==> src/hw/rtl/kslp_pkg.sv <==
package kslp_pkg;

    localparam int COUNT_WIDTH  = 16;
    localparam int THRESH_WIDTH = 16;
    localparam int CMP_WIDTH    = (COUNT_WIDTH > THRESH_WIDTH) ? COUNT_WIDTH : THRESH_WIDTH;
    localparam int ROW_WIDTH    = 4;
    localparam int COL_WIDTH    = 4;
    localparam int COL_IDX_W    = 2;
    localparam int KEY_WIDTH    = 5;

    localparam logic [THRESH_WIDTH-1:0] THRESH_RESET = THRESH_WIDTH'(500);
    localparam logic [COL_IDX_W-1:0]    LAST_COLUMN  = COL_IDX_W'(3);
    localparam logic [COL_WIDTH-1:0]    FIRST_COL_DRIVE = 4'b1110;
    localparam logic [KEY_WIDTH-1:0]    NO_KEY       = '0;
    localparam logic [KEY_WIDTH-1:0]    MAX_KEY      = KEY_WIDTH'(16);

    typedef struct packed {
        logic                 frame_end;
        logic [KEY_WIDTH-1:0] key;
    } scan_event_t;

    typedef struct packed {
        logic [KEY_WIDTH-1:0] key_number;
        logic                 long_press;
        logic                 press_done;
    } press_status_t;

endpackage

==> src/hw/rtl/kslp_scan.sv <==
module kslp_scan
(
    input  logic                                clk,
    input  logic                                rst_n,
    input  logic                                step,
    input  logic [kslp_pkg::ROW_WIDTH-1:0]      row_sense,
    output kslp_pkg::scan_event_t               scan_event,
    output logic [kslp_pkg::COL_WIDTH-1:0]      column_drive_next
);

    logic [kslp_pkg::COL_IDX_W-1:0] column_index_reg;
    logic [kslp_pkg::COL_IDX_W-1:0] column_index_next;
    logic [11:0]                    scan_bits_reg;
    logic [11:0]                    scan_bits_next;
    logic [15:0]                    pressed;
    logic                           single_key;
    logic [3:0]                     key_pos;

    // inverted frame, first column in top nibble
    assign pressed    = ~{scan_bits_reg, row_sense};
    assign single_key = (pressed != 16'd0) && ((pressed & (pressed - 16'd1)) == 16'd0);

    always_comb
    begin
        key_pos = 4'd0;
        for (int i = 0; i < 16; i++)
        begin
            if (pressed[i])
            begin
                key_pos = key_pos | 4'(i);
            end
        end
    end

    always_comb
    begin
        scan_event.frame_end = (column_index_reg == kslp_pkg::LAST_COLUMN);
        scan_event.key       = single_key ? (kslp_pkg::MAX_KEY - {1'b0, key_pos})
                                          : kslp_pkg::NO_KEY;
        if (scan_event.frame_end)
        begin
            column_index_next = '0;
            scan_bits_next    = '1;
        end
        else
        begin
            column_index_next = column_index_reg + kslp_pkg::COL_IDX_W'(1);
            scan_bits_next    = {scan_bits_reg[7:0], row_sense};
        end
        column_drive_next = ~(kslp_pkg::COL_WIDTH'(1) << column_index_next);
    end

    always_ff @(posedge clk or negedge rst_n)
    begin
        if (!rst_n)
        begin
            column_index_reg <= '0;
            scan_bits_reg    <= '1;
        end
        else if (step)
        begin
            column_index_reg <= column_index_next;
            scan_bits_reg    <= scan_bits_next;
        end
    end

endmodule

==> src/hw/rtl/kslp_press.sv <==
module kslp_press
(
    input  logic                                  clk,
    input  logic                                  rst_n,
    input  logic                                  step,
    input  kslp_pkg::scan_event_t                 scan_event,
    input  logic [kslp_pkg::THRESH_WIDTH-1:0]     long_threshold,
    output kslp_pkg::press_status_t               status_next
);

    logic [kslp_pkg::KEY_WIDTH-1:0]   latched_key_reg;
    logic [kslp_pkg::KEY_WIDTH-1:0]   latched_key_next;
    logic [kslp_pkg::COUNT_WIDTH-1:0] press_count_reg;
    logic [kslp_pkg::COUNT_WIDTH-1:0] press_count_next;
    logic                             key_held_reg;
    logic                             key_held_next;
    logic                             long_flag_reg;
    logic                             long_flag_next;
    logic                             done;
    logic [kslp_pkg::CMP_WIDTH-1:0]   count_ext;
    logic [kslp_pkg::CMP_WIDTH-1:0]   thresh_ext;

    assign count_ext  = kslp_pkg::CMP_WIDTH'(press_count_reg);
    assign thresh_ext = kslp_pkg::CMP_WIDTH'(long_threshold);

    always_comb
    begin
        latched_key_next = latched_key_reg;
        press_count_next = press_count_reg;
        key_held_next    = key_held_reg;
        long_flag_next   = long_flag_reg;
        done             = 1'b0;
        if (scan_event.frame_end)
        begin
            if (scan_event.key != kslp_pkg::NO_KEY)
            begin
                if (!key_held_reg)
                begin
                    latched_key_next = scan_event.key;
                    key_held_next    = 1'b1;
                end
                // saturating count
                if (press_count_reg != '1)
                begin
                    press_count_next = press_count_reg + kslp_pkg::COUNT_WIDTH'(1);
                end
            end
            else if (key_held_reg)
            begin
                if (count_ext < thresh_ext)
                begin
                    long_flag_next = 1'b0;
                end
                else if (count_ext > thresh_ext)
                begin
                    long_flag_next = 1'b1;
                end
                press_count_next = '0;
                key_held_next    = 1'b0;
                done             = 1'b1;
            end
        end
        status_next.key_number = latched_key_next;
        status_next.long_press = long_flag_next;
        status_next.press_done = done;
    end

    always_ff @(posedge clk or negedge rst_n)
    begin
        if (!rst_n)
        begin
            latched_key_reg <= '0;
            press_count_reg <= '0;
            key_held_reg    <= 1'b0;
            long_flag_reg   <= 1'b0;
        end
        else if (step)
        begin
            latched_key_reg <= latched_key_next;
            press_count_reg <= press_count_next;
            key_held_reg    <= key_held_next;
            long_flag_reg   <= long_flag_next;
        end
    end

endmodule

==> src/hw/rtl/keypad_scan_long_press_unit.sv <==
// keypad_scan_long_press_unit: 4x4 key matrix scanner with short/long press
// classification.
// input channel (in_valid/in_ready, row_sense): one transfer per row sample,
//   active-low rows for the column currently driven.
// result channel (out_valid/out_ready): one transfer per input transfer with
//   column_drive (column to sample next), key_number, long_press, press_done.
// config channel (cfg_valid/cfg_ready, cfg_data): writes long_threshold in
//   scan frames; cfg_ready is always high, write only while idle.
// path: an input transfer is held in the input register, then its result is
//   captured in the result register when that register is free or being taken.
// throughput: one item per cycle; in_ready drops only while the input register
//   is full and the result register holds a result the receiver has not taken.
// stall: with out_ready low, the pending result holds and one more item waits
//   in the input register; no scan or press state moves until the result leaves.
// reset: first column selected, no key latched, press counter cleared,
//   long_press low, threshold back to 500 frames.
module keypad_scan_long_press_unit
(
    input  logic                                  clk,
    input  logic                                  rst_n,
    input  logic                                  in_valid,
    output logic                                  in_ready,
    input  logic [kslp_pkg::ROW_WIDTH-1:0]        row_sense,
    output logic                                  out_valid,
    input  logic                                  out_ready,
    output logic [kslp_pkg::COL_WIDTH-1:0]        column_drive,
    output logic [kslp_pkg::KEY_WIDTH-1:0]        key_number,
    output logic                                  long_press,
    output logic                                  press_done,
    input  logic                                  cfg_valid,
    output logic                                  cfg_ready,
    input  logic [kslp_pkg::THRESH_WIDTH-1:0]     cfg_data
);

    logic                                 in_valid_reg;
    logic [kslp_pkg::ROW_WIDTH-1:0]       row_reg;
    logic                                 out_valid_reg;
    logic [kslp_pkg::COL_WIDTH-1:0]       column_drive_reg;
    kslp_pkg::press_status_t              status_reg;
    logic [kslp_pkg::THRESH_WIDTH-1:0]    long_threshold_reg;
    logic                                 advance;
    kslp_pkg::scan_event_t                scan_event;
    logic [kslp_pkg::COL_WIDTH-1:0]       column_drive_next;
    kslp_pkg::press_status_t              status_next;

    assign advance   = in_valid_reg && (!out_valid_reg || out_ready);
    assign in_ready  = !in_valid_reg || advance;
    assign cfg_ready = 1'b1;

    kslp_scan u_scan
    (
        .clk               (clk),
        .rst_n             (rst_n),
        .step              (advance),
        .row_sense         (row_reg),
        .scan_event        (scan_event),
        .column_drive_next (column_drive_next)
    );

    kslp_press u_press
    (
        .clk            (clk),
        .rst_n          (rst_n),
        .step           (advance),
        .scan_event     (scan_event),
        .long_threshold (long_threshold_reg),
        .status_next    (status_next)
    );

    always_ff @(posedge clk or negedge rst_n)
    begin
        if (!rst_n)
        begin
            in_valid_reg       <= 1'b0;
            out_valid_reg      <= 1'b0;
            long_threshold_reg <= kslp_pkg::THRESH_RESET;
        end
        else
        begin
            if (in_ready)
            begin
                in_valid_reg <= in_valid;
            end
            if (advance)
            begin
                out_valid_reg <= 1'b1;
            end
            else if (out_ready)
            begin
                out_valid_reg <= 1'b0;
            end
            if (cfg_valid && cfg_ready)
            begin
                long_threshold_reg <= cfg_data;
            end
        end
    end

    always_ff @(posedge clk)
    begin
        if (in_valid && in_ready)
        begin
            row_reg <= row_sense;
        end
        if (advance)
        begin
            column_drive_reg <= column_drive_next;
            status_reg       <= status_next;
        end
    end

    assign out_valid    = out_valid_reg;
    assign column_drive = column_drive_reg;
    assign key_number   = status_reg.key_number;
    assign long_press   = status_reg.long_press;
    assign press_done   = status_reg.press_done;

`ifndef SYNTHESIS
    a_done_at_frame_end: assert property (@(posedge clk) disable iff (!rst_n)
        out_valid && press_done |-> column_drive == kslp_pkg::FIRST_COL_DRIVE)
        else $error("press_done outside a frame end");

    a_one_column: assert property (@(posedge clk) disable iff (!rst_n)
        out_valid |-> $onehot(~column_drive))
        else $error("column_drive does not select exactly one column");

    a_key_range: assert property (@(posedge clk) disable iff (!rst_n)
        out_valid |-> key_number <= kslp_pkg::MAX_KEY)
        else $error("key_number out of range");

    a_no_step_when_stalled: assert property (@(posedge clk) disable iff (!rst_n)
        out_valid && !out_ready |-> !advance)
        else $error("pipeline advanced over a held result");
`endif

endmodule
==> config.mk <==
export PLATFORM = sky130hd
export DESIGN_NAME = keypad_scan_long_press_unit
export DESIGN_NICKNAME = d
export VERILOG_FILES = /design/src/hw/rtl/kslp_pkg.sv /design/src/hw/rtl/kslp_scan.sv /design/src/hw/rtl/kslp_press.sv /design/src/hw/rtl/keypad_scan_long_press_unit.sv
export SDC_FILE = /design/constraint.sdc
export NUM_CORES = 1
export LEC_CHECK = 0
export ABC_AREA = 0
export BUFFER_PORTS_ARGS = -buffer_cell sky130_fd_sc_hd__buf_2
export CAP_MARGIN = 10
export CORE_MARGIN = 4
export CORE_UTILIZATION = 48
export DETAILED_ROUTE_END_ITERATION = 12
export GPL_ROUTABILITY_DRIVEN = 0
export PLACE_DENSITY = 0.67
export SLEW_MARGIN = 20
export SYNTH_ARGS = -nofsm -noshare
export SYNTH_HDL_FRONTEND = slang
export SYNTH_SLANG_ARGS = --single-unit
==> constraint.sdc <==
create_clock -name clk -period 5.65 [get_ports clk]
set_clock_uncertainty 0.2 [all_clocks]
set_input_delay 0.565 -clock clk [delete_from_list [all_inputs] [get_ports clk]]
set_output_delay 0.565 -clock clk [all_outputs]
set_load 0.03 [all_outputs]
Word-level counts from Yosys, hierarchy flattened --
Cells that the tools add are included.
Storage, ports and cells: register bits 70, bits of input ports 25, output and inout port bits 14, logic and storage cells 76
Cells by class: add/subtract/negate cells 4, order comparisons 2, equality and inequality tests 3, shifts and indexed selects 1, mux-type cells 33, bitwise logic cells 4, reductions and logical operators 15
Operators by type and width (count):
- $mux W16 | 3
- $mux W4 | 8
- $mux W5 | 4
- $add A16 B1 Y16 const B | 1
- $and A16 B16 Y16 | 1
- $gt A16 B16 Y1 | 1
- $logic_not A16 Y1 | 1
- $lt A16 B16 Y1 | 1
- $ne A16 B16 Y1 const B | 1
- $not A16 Y16 | 1
- $reduce_bool A16 Y1 | 1
- $sub A16 B1 Y16 const B | 1
- $mux W12 | 1
- $mux W3 | 4
- $mux W1 | 10
- $mux W2 | 3
- $reduce_bool A5 Y1 | 1
- $sub A5 B4 Y5 const A | 1
- $not A4 Y4 | 1
- $reduce_and A4 Y1 | 1
- $reduce_bool A2 Y1 | 2
- $shl A1 B2 Y4 const A | 1
- $logic_and A1 B1 Y1 | 3
- $add A2 B1 Y2 const B | 1
- other kinds (7) | 9

Longest topological paths before layout --
Gate-level depths: netlist (run 1).
depth in word-level cells 21, gate-level depth with buffers 11, depth with buffers taken out 9

Cells and area by module --
Synthesis (run 1) repeated with hierarchy kept, for this count alone.
Unflattened totals: cells, all modules 371, area, all modules 3993.8 µm²
By module, submodules not included:
- kslp_press | instances 1, cells an instance 186, area an instance 1754.2 µm², sequential area each 575.6 µm²
- keypad_scan_long_press_unit | instances 1, cells an instance 59, area an instance 1207.4 µm², sequential area each 908.4 µm²
- kslp_scan | instances 1, cells an instance 126, area an instance 1032.2 µm², sequential area each 365.4 µm²

Worst setup path before layout (run 1) --
Ideal clock, no wire load.
kind register to register, start reg u_scan.scan_bits_reg[7], end reg status_reg (netlist bit long_press) (data pin), setup time 259 ps, arrival 2302 ps, required time 5191 ps, slack 2889 ps, cell stages (with the launch flop) 12, buffers on the path 2, period minus slack after synthesis 2761 ps, cells stage by stage dfstp_2 buf_2 nand2_1 nor3_1 ha_1 nand4_1 o21a_1 a211oi_4 nor3_2 buf_2 nor2_1 a2bb2oi_1
RTL lines:
- start, declared | RTL line kslp_scan.sv:13 | logic [11:0] scan_bits_reg;
- start signal, assigned | RTL line kslp_scan.sv:63 | scan_bits_reg <= scan_bits_next;
- end signal, assigned | RTL line keypad_scan_long_press_unit.sv:108 | status_reg <= status_next;
- end, declared | RTL line keypad_scan_long_press_unit.sv:39 | kslp_pkg::press_status_t status_reg;

Worst setup path after layout (run 1) --
start reg u_scan.scan_bits_reg[3], end reg u_press.press_count_reg (netlist bit u_press.count_ext[8])
On the way: cells in the longest elaborated chain, start to end 15, elaborated cells on any way between the ends 22, classes of those cells 2 x add/sub; 1 x eq/ne; 11 x mux; 2 x bitwise; 6 x reduce/logical
Ends and longest elaborated chain:
- $not A16 Y16 * | RTL line kslp_scan.sv:20 | assign pressed = ~{scan_bits_reg, row_sense};
- $mux W3 | RTL line kslp_scan.sv:28 | if (pressed[i])
- $mux W4 (8 in a row) | RTL line kslp_scan.sv:28
- $sub A5 B4 Y5 | RTL line kslp_scan.sv:38 | scan_event.key = single_key ? (kslp_pkg::MAX_KEY - {1'b0, key_pos})
- $mux W5 * | RTL line kslp_scan.sv:38
- $reduce_bool A5 Y1 * | RTL line kslp_press.sv:35 | if (scan_event.key != kslp_pkg::NO_KEY)
- $ne A2 B2 Y1 (no source line) / $reduce_bool A2 Y1 (equally long branches)
- $reduce_and A4 Y1 (no source line)
- end signal, assigned | RTL line kslp_press.sv:80 | press_count_reg <= press_count_next;
- end, declared | RTL line kslp_press.sv:13 | logic [kslp_pkg::COUNT_WIDTH-1:0] press_count_reg;
Mark *: on every way between the ends. The rest lies on a longest branch, timed or not. A chain may end at the register's enable or synchronous reset.

==> flow_metrics.env, run 1 <==
export IMPL_grt_max_degree=56
export IMPL_final_cell_mix="57 x nand2_1, 45 x o21ai_0, 37 x dfrtp_1, 37 x buf_2, 30 x inv_1"
export IMPL_critPathKind="flop to flop"
export IMPL_worst_r2r_setup_slack_ns=2.20
export IMPL_fmax_mhz=289
export IMPL_grt_pass1_wl_microns=14100
export IMPL_grt_pass1_vias=2979
export IMPL_yosys_area_share_simple=0.202
export IMPL_coreArea_sq_um=7810
export IMPL_r2r_start="u_scan.scan_bits_reg[3]$_DFFE_PN1P_"
export IMPL_drt_pre_antenna_iters=4
export IMPL_use_met2=0.272
export IMPL_setup_viol=0
export IMPL_dp_cells=527
export IMPL_num_antenna_cells=0
export IMPL_cts_made_buffers=9
export IMPL_finalNetCount=484
export IMPL_antenna_left=0
export IMPL_p_total_mw=1.30
export IMPL_max_slew_worst_pin_slew_ns=0.825
export IMPL_crit_arrival_ns=3.53
export IMPL_gr_total_overflow=0
export IMPL_floorplan_initialDensity=0.501
export IMPL_met1_usage=0.250
export IMPL_yosysTopAreaCellShare=0.237
export IMPL_final_common_cell="nand2_1"
export IMPL_synthXorXnorAreaFrac=0.00448
export IMPL_ys_flop_type="dfrtp_1"
export IMPL_finalCritPeriodShare=0.611
export IMPL_portBuffers=37
export IMPL_syn_instance_count=400
export IMPL_synth_compound_area_share=0.154
export IMPL_cp_required_ns=5.73
export IMPL_drt_initial_drc_count=148
export IMPL_syn_area_sq_um=3910
export IMPL_start_kind="flop"
export IMPL_grt_util_met3=0.0329
export IMPL_ys_ff_latch=70
export IMPL_synth_enable_flop_cells=15
export IMPL_place_area_sq_um=4160
export IMPL_rsz0062_at_grt="false"
export IMPL_synth_top_cell_by_area="dfrtp_1"
export IMPL_clock_latency_ns=0.35
export IMPL_root_buffer="clkbuf_8"
export IMPL_via_per_inst=5.57
export IMPL_maxCapViolations=0
export IMPL_async_flop_share=0.786
export IMPL_yosys_warnings=0
export IMPL_dieArea_sq_um=9650
export IMPL_yosysUniqueCellTypes=55
export IMPL_syn_num_nets=448
export IMPL_vias=3024
export IMPL_crit_path_end_kind="flop"
export IMPL_synth_top_family_by_area="simple AND/OR/NAND/NOR gates"
export IMPL_ys_seq_area_frac=0.473
export IMPL_finalHoldWorstSlack_ns=0.145
export IMPL_power_density_nw_per_um2=298
export IMPL_power_leakage_nw=1.94
export IMPL_antenna_found_initial=0
export IMPL_max_slew_margin=0.449
export IMPL_maxSlewViolCount=0
export IMPL_wl_microns=7840
export IMPL_wl_per_cell_microns=14.4
export IMPL_muxShareOfSynthArea=0.0419
export IMPL_fin_cells=543
export IMPL_syn_avg_cell_area_sq_um=9.77
export IMPL_post_cts_setup_buffer_count=0
export IMPL_worst_path_max_fanout=10
export IMPL_reg2reg_to="u_press.count_ext[8]$_DFFE_PN0P_"
export IMPL_status="finished clean"
export IMPL_layout_drive_gt1_share=0.213
export IMPL_reg2reg_depth=9
export IMPL_clkTransAtPathRegs_ns=0.08
export IMPL_clockBufferDepth=2
export IMPL_period_minus_slack_ns=3.45
export IMPL_ios=39
export IMPL_cts_tree="done"
export IMPL_grt_busiest_layer="met2"
export IMPL_hold_buffers=0
export IMPL_areaGrowthSynthToFinish_pct=11.6
export IMPL_cts_resized=0
export IMPL_dieWidth_microns=98.2
export IMPL_dp_hpwl_microns=5600
export IMPL_rows=32
export IMPL_final_area_sq_um=4360
export IMPL_die_y_microns=98.2
export IMPL_holdCritPathClass="input pin to asynchronous set/reset pin"
export IMPL_netlist_top_cells_area="dfrtp_1 24%, dfstp_2 12%, edfxtp_1 12%"
export IMPL_fill_cells=712
export IMPL_hold_viol_final=0
export IMPL_synthAdderAreaFrac=0.0762
export IMPL_cts_sinks=70
export IMPL_h_tree_depth=3
export IMPL_peakVddDrop_v=0.000180
export IMPL_grtUsageTotal=0.176
export IMPL_drc=0
export IMPL_setup_tns_ns=0
final cells by class:
type | count | area (sq um) | share of cell area
inverters | 30 | 113 | 0.0258
multi-input cells | 286 | 1870 | 0.430
flip-flops and latches | 70 | 1850 | 0.424
well taps | 102 | 128 | 0.0293
clock inverters | 7 | 75.1 | 0.0172
repair buffers | 39 | 200 | 0.0459
clock buffers | 9 | 124 | 0.0284
cell families after synthesis:
logic type	count (synthesis)
and+or+nand+nor	152
AOI/OAI and AO/OA	92
DFF	70
buffers and inverters	44
adders and majority gates	24
muxes	15
xor gates and xnor gates	2
other	1
worst max-delay path, cell delays in order, from the launching register on:
cell	delay [ns]
dfstp_2	0.60
nand3_1	0.13
nor3_1	0.37
ha_1	0.29
nand4_1	0.10
o21a_1	0.15
a211oi_4	0.42
nor3_1	0.18
nor2b_1	0.68
a221o_1	0.27
through the flow:
| step | utilization | worst slack, ns |
|---|---|---|
| after floorplan | - | 2.89 |
| after global placement | 0.533 | 2.29 |
| after detailed placement | 0.533 | 2.16 |
| after CTS | 0.559 | 2.23 |
| after global routing | 0.559 | 2.00 |
| final | 0.559 | 2.20 |
power breakdown:
group	internal, mW	leakage [nW]	total [mW]	switching (mW)
registers	0.609	0.811	0.681	0.0720
logic	0.0774	1.04	0.214	0.136
clock network	0.204	0.0914	0.403	0.199
how the worst max path moves through the flow:
stage / from / cells past startpoint / to / slack [ns]
after floorplan: u_scan.scan_bits_reg[7]$_DFFE_PN1P_ / 11 / long_press$_DFFE_PP_ / 2.89
after global placement: out_ready / 7 / u_press.count_ext[10]$_DFFE_PN0P_ / 2.29
after detailed placement: out_ready / 7 / u_press.count_ext[8]$_DFFE_PN0P_ / 2.16
after CTS: u_scan.scan_bits_reg[3]$_DFFE_PN1P_ / 9 / u_press.count_ext[8]$_DFFE_PN0P_ / 2.23
after global routing: u_scan.scan_bits_reg[3]$_DFFE_PN1P_ / 9 / u_press.count_ext[8]$_DFFE_PN0P_ / 2.00
final: u_scan.scan_bits_reg[3]$_DFFE_PN1P_ / 9 / u_press.count_ext[8]$_DFFE_PN0P_ / 2.20
routing by layer:
| metal | wire length, microns | share of wire |
|---|---|---|
| met3 | 275 | 0.035 |
| met1 | 3920 | 0.50 |
| met2 | 3520 | 0.45 |
| met5 | 0 | 0 |
| met4 | 130 | 0.017 |
cell usage after synthesis (3+ instances only):
library cell and n:
nand2_1 57, o21ai_0 45, dfrtp_1 37, inv_1 30, ha_1 23, dfstp_2 18, nand3_1 18, edfxtp_1 15
nand4_1 15, nor2_1 14, mux2_2 11, a21o_1 9, a21oi_1 9, nor3_1 9, clkbuf_1 7, a221o_1 5
and3_1 5, or3_1 5, a21boi_0 4, and4_1 4, buf_2 4, mux2i_1 4, nand2b_1 4, and2_1 3
nor2b_1 3, nor4_1 3
No activity file was read; power rests on OpenSTA's default activity.
==> inputs of run 2 (changes only) <==
clock period = 3.4 ns   (was 5.65 ns; I/O delays follow)
==> run 2 against run 1 <==
Compared with the run above: register-to-register slack worse by 2.0 ns; flip-flop and latch count unchanged; sequential power up 66%; critical path type unchanged.
==> flow_metrics.env, run 2 (synthesized netlist as in run 1, its figures left out) <==
export IMPL_status="finished clean"
export IMPL_max_slew_margin=0.583
export IMPL_coreArea_sq_um=7810
export IMPL_drc=0
export IMPL_start_kind="flop"
export IMPL_grt_pass1_wl_microns=14400
export IMPL_cts_tree="done"
export IMPL_finalNetCount=508
export IMPL_drt_initial_drc_count=153
export IMPL_ios=39
export IMPL_max_slew_worst_pin_slew_ns=0.623
export IMPL_place_ws_ns=-0.0299
export IMPL_grtUsageTotal=0.181
export IMPL_root_buffer="clkbuf_8"
export IMPL_rows=32
export IMPL_power_density_nw_per_um2=479
export IMPL_portBuffers=37
export IMPL_final_area_sq_um=4600
export IMPL_hold_start="cfg_data[9]"
export IMPL_worst_path_max_fanout=16
export IMPL_fin_cells=567
export IMPL_cp_required_ns=3.40
export IMPL_antenna_found_initial=0
export IMPL_min_to="long_threshold_reg[9]$_DFFE_PN0P_"
export IMPL_dieArea_sq_um=9650
export IMPL_power_leakage_nw=2.06
export IMPL_via_per_inst=5.57
export IMPL_cts_sinks=70
export IMPL_rsz0062_at_grt="false"
export IMPL_reg2reg_to="long_press$_DFFE_PP_"
export IMPL_critPathKind="flop to flop"
export IMPL_finalCritPeriodShare=0.937
export IMPL_gr_total_overflow=0
export IMPL_wl_per_cell_microns=14.5
export IMPL_setup_viol=0
export IMPL_place_area_sq_um=4210
export IMPL_peakVddDrop_v=0.000266
export IMPL_dieWidth_microns=98.2
export IMPL_holdCritPathClass="input pin to flop"
export IMPL_crit_path_end_kind="flop"
export IMPL_final_cell_mix="57 x nand2_1, 45 x o21ai_0, 37 x dfrtp_1"
export IMPL_layout_drive_gt1_share=0.215
export IMPL_h_tree_depth=3
export IMPL_maxCapViolations=0
export IMPL_min_delay_path_depth=3
export IMPL_antenna_left=0
export IMPL_cts_made_buffers=9
export IMPL_post_cts_setup_buffer_count=0
export IMPL_crit_arrival_ns=3.19
export IMPL_areaGrowthSynthToFinish_pct=17.6
export IMPL_r2r_start="u_scan.scan_bits_reg[3]$_DFFE_PN1P_"
export IMPL_period_minus_slack_ns=3.19
export IMPL_final_common_cell="nand2_1"
export IMPL_drt_pre_antenna_iters=5
export IMPL_worst_r2r_setup_slack_ns=0.21
export IMPL_grt_pass1_vias=3047
export IMPL_num_antenna_cells=0
export IMPL_clock_latency_ns=0.35
export IMPL_floorplan_initialDensity=0.501
export IMPL_dp_cells=533
export IMPL_grt_max_degree=49
export IMPL_vias=3156
export IMPL_fmax_mhz=314
export IMPL_hold_viol_final=0
export IMPL_die_y_microns=98.2
export IMPL_clkTransAtPathRegs_ns=0.08
export IMPL_maxSlewViolCount=0
export IMPL_wl_microns=8240
export IMPL_dp_hpwl_microns=5770
export IMPL_fill_cells=643
export IMPL_finalHoldWorstSlack_ns=0.00530
export IMPL_fin_ws_ns=0.213
export IMPL_reg2reg_depth=10
export IMPL_clockBufferDepth=2
-- run 2: worst max-delay path, cell delays in order, from the launching register on --
cell and delay [ns]:
dfstp_2 0.59, nand3_1 0.13, nor3_1 0.38, ha_1 0.30
nand4_1 0.11, o21a_1 0.15, a211oi_4 0.42, nor3_4 0.18
buf_4 0.23, nor3b_2 0.19, a2bb2oi_1 0.16
-- run 2: layer usage --
| metal | part of all wire | vias to the layer above | routed length (microns) | track usage |
|---|---|---|---|---|
| met4 | 0.019 | 0 | 153 | 0.0662 |
| met2 | 0.45 | 92 | 3730 | 0.277 |
| met5 | 0 | - | 0 | 0 |
| met3 | 0.052 | 20 | 431 | 0.0443 |
| met1 | 0.48 | 1490 | 3920 | 0.250 |
| li1 | - | 1554 | - | - |
-- run 2: area by class of cell --
| type | count | area, sq um | area share |
|---|---|---|---|
| well taps | 102 | 128 | 0.0278 |
| repair buffers | 63 | 428 | 0.0931 |
| multi-input cells | 286 | 1880 | 0.409 |
| flip-flops and latches | 70 | 1850 | 0.402 |
| clock buffers | 9 | 124 | 0.0270 |
| inverters | 30 | 113 | 0.0245 |
| clock inverters | 7 | 73.8 | 0.0161 |
-- run 2: stage by stage --
step,utilization,total power [mW],TNS [ns]
after floorplan,-,1.38,0
after global placement,0.539,1.51,0
after detailed placement,0.539,1.52,-0.0827
after CTS,0.587,2.21,0
after global routing,0.589,2.34,0
final,0.589,2.20,0
-- run 2: report_power, final --
| group | switching (mW) | leakage, nW | total, mW | internal (mW) |
|---|---|---|---|---|
| Clock | 0.332 | 0.0996 | 0.673 | 0.341 |
| Sequential | 0.120 | 0.811 | 1.13 | 1.01 |
| Combinational | 0.243 | 1.15 | 0.395 | 0.152 |
| Total | 0.695 | 2.06 | 2.20 | 1.51 |
-- run 2: worst max path at each step --
stage | to | start | slack, ns | cells after the start
3_3_place_gp | u_press.latched_key_reg[2]$_DFFE_PN0P_ | u_scan.scan_bits_reg[3]$_DFFE_PN1P_ | 0.13 | 8
4_1_cts | long_press$_DFFE_PP_ | u_scan.scan_bits_reg[3]$_DFFE_PN1P_ | 0.22 | 10
3_5_place_dp | u_press.latched_key_reg[0]$_DFFE_PN0P_ | u_scan.scan_bits_reg[3]$_DFFE_PN1P_ | -0.03 | 8
2_1_floorplan | long_press$_DFFE_PP_ | u_scan.scan_bits_reg[7]$_DFFE_PN1P_ | 0.64 | 11
5_1_grt | u_press.latched_key_reg[1]$_DFFE_PN0P_ | u_scan.scan_bits_reg[3]$_DFFE_PN1P_ | 0.007 | 8
6_report | long_press$_DFFE_PP_ | u_scan.scan_bits_reg[3]$_DFFE_PN1P_ | 0.21 | 10
-- run 2: what timing repair did --
action / CTS / global route
hold buffers: 17 / 1
hold endpoints to repair: 17 / 37
setup endpoints to repair: 4 / 0
gates resized for setup: 1 / 0
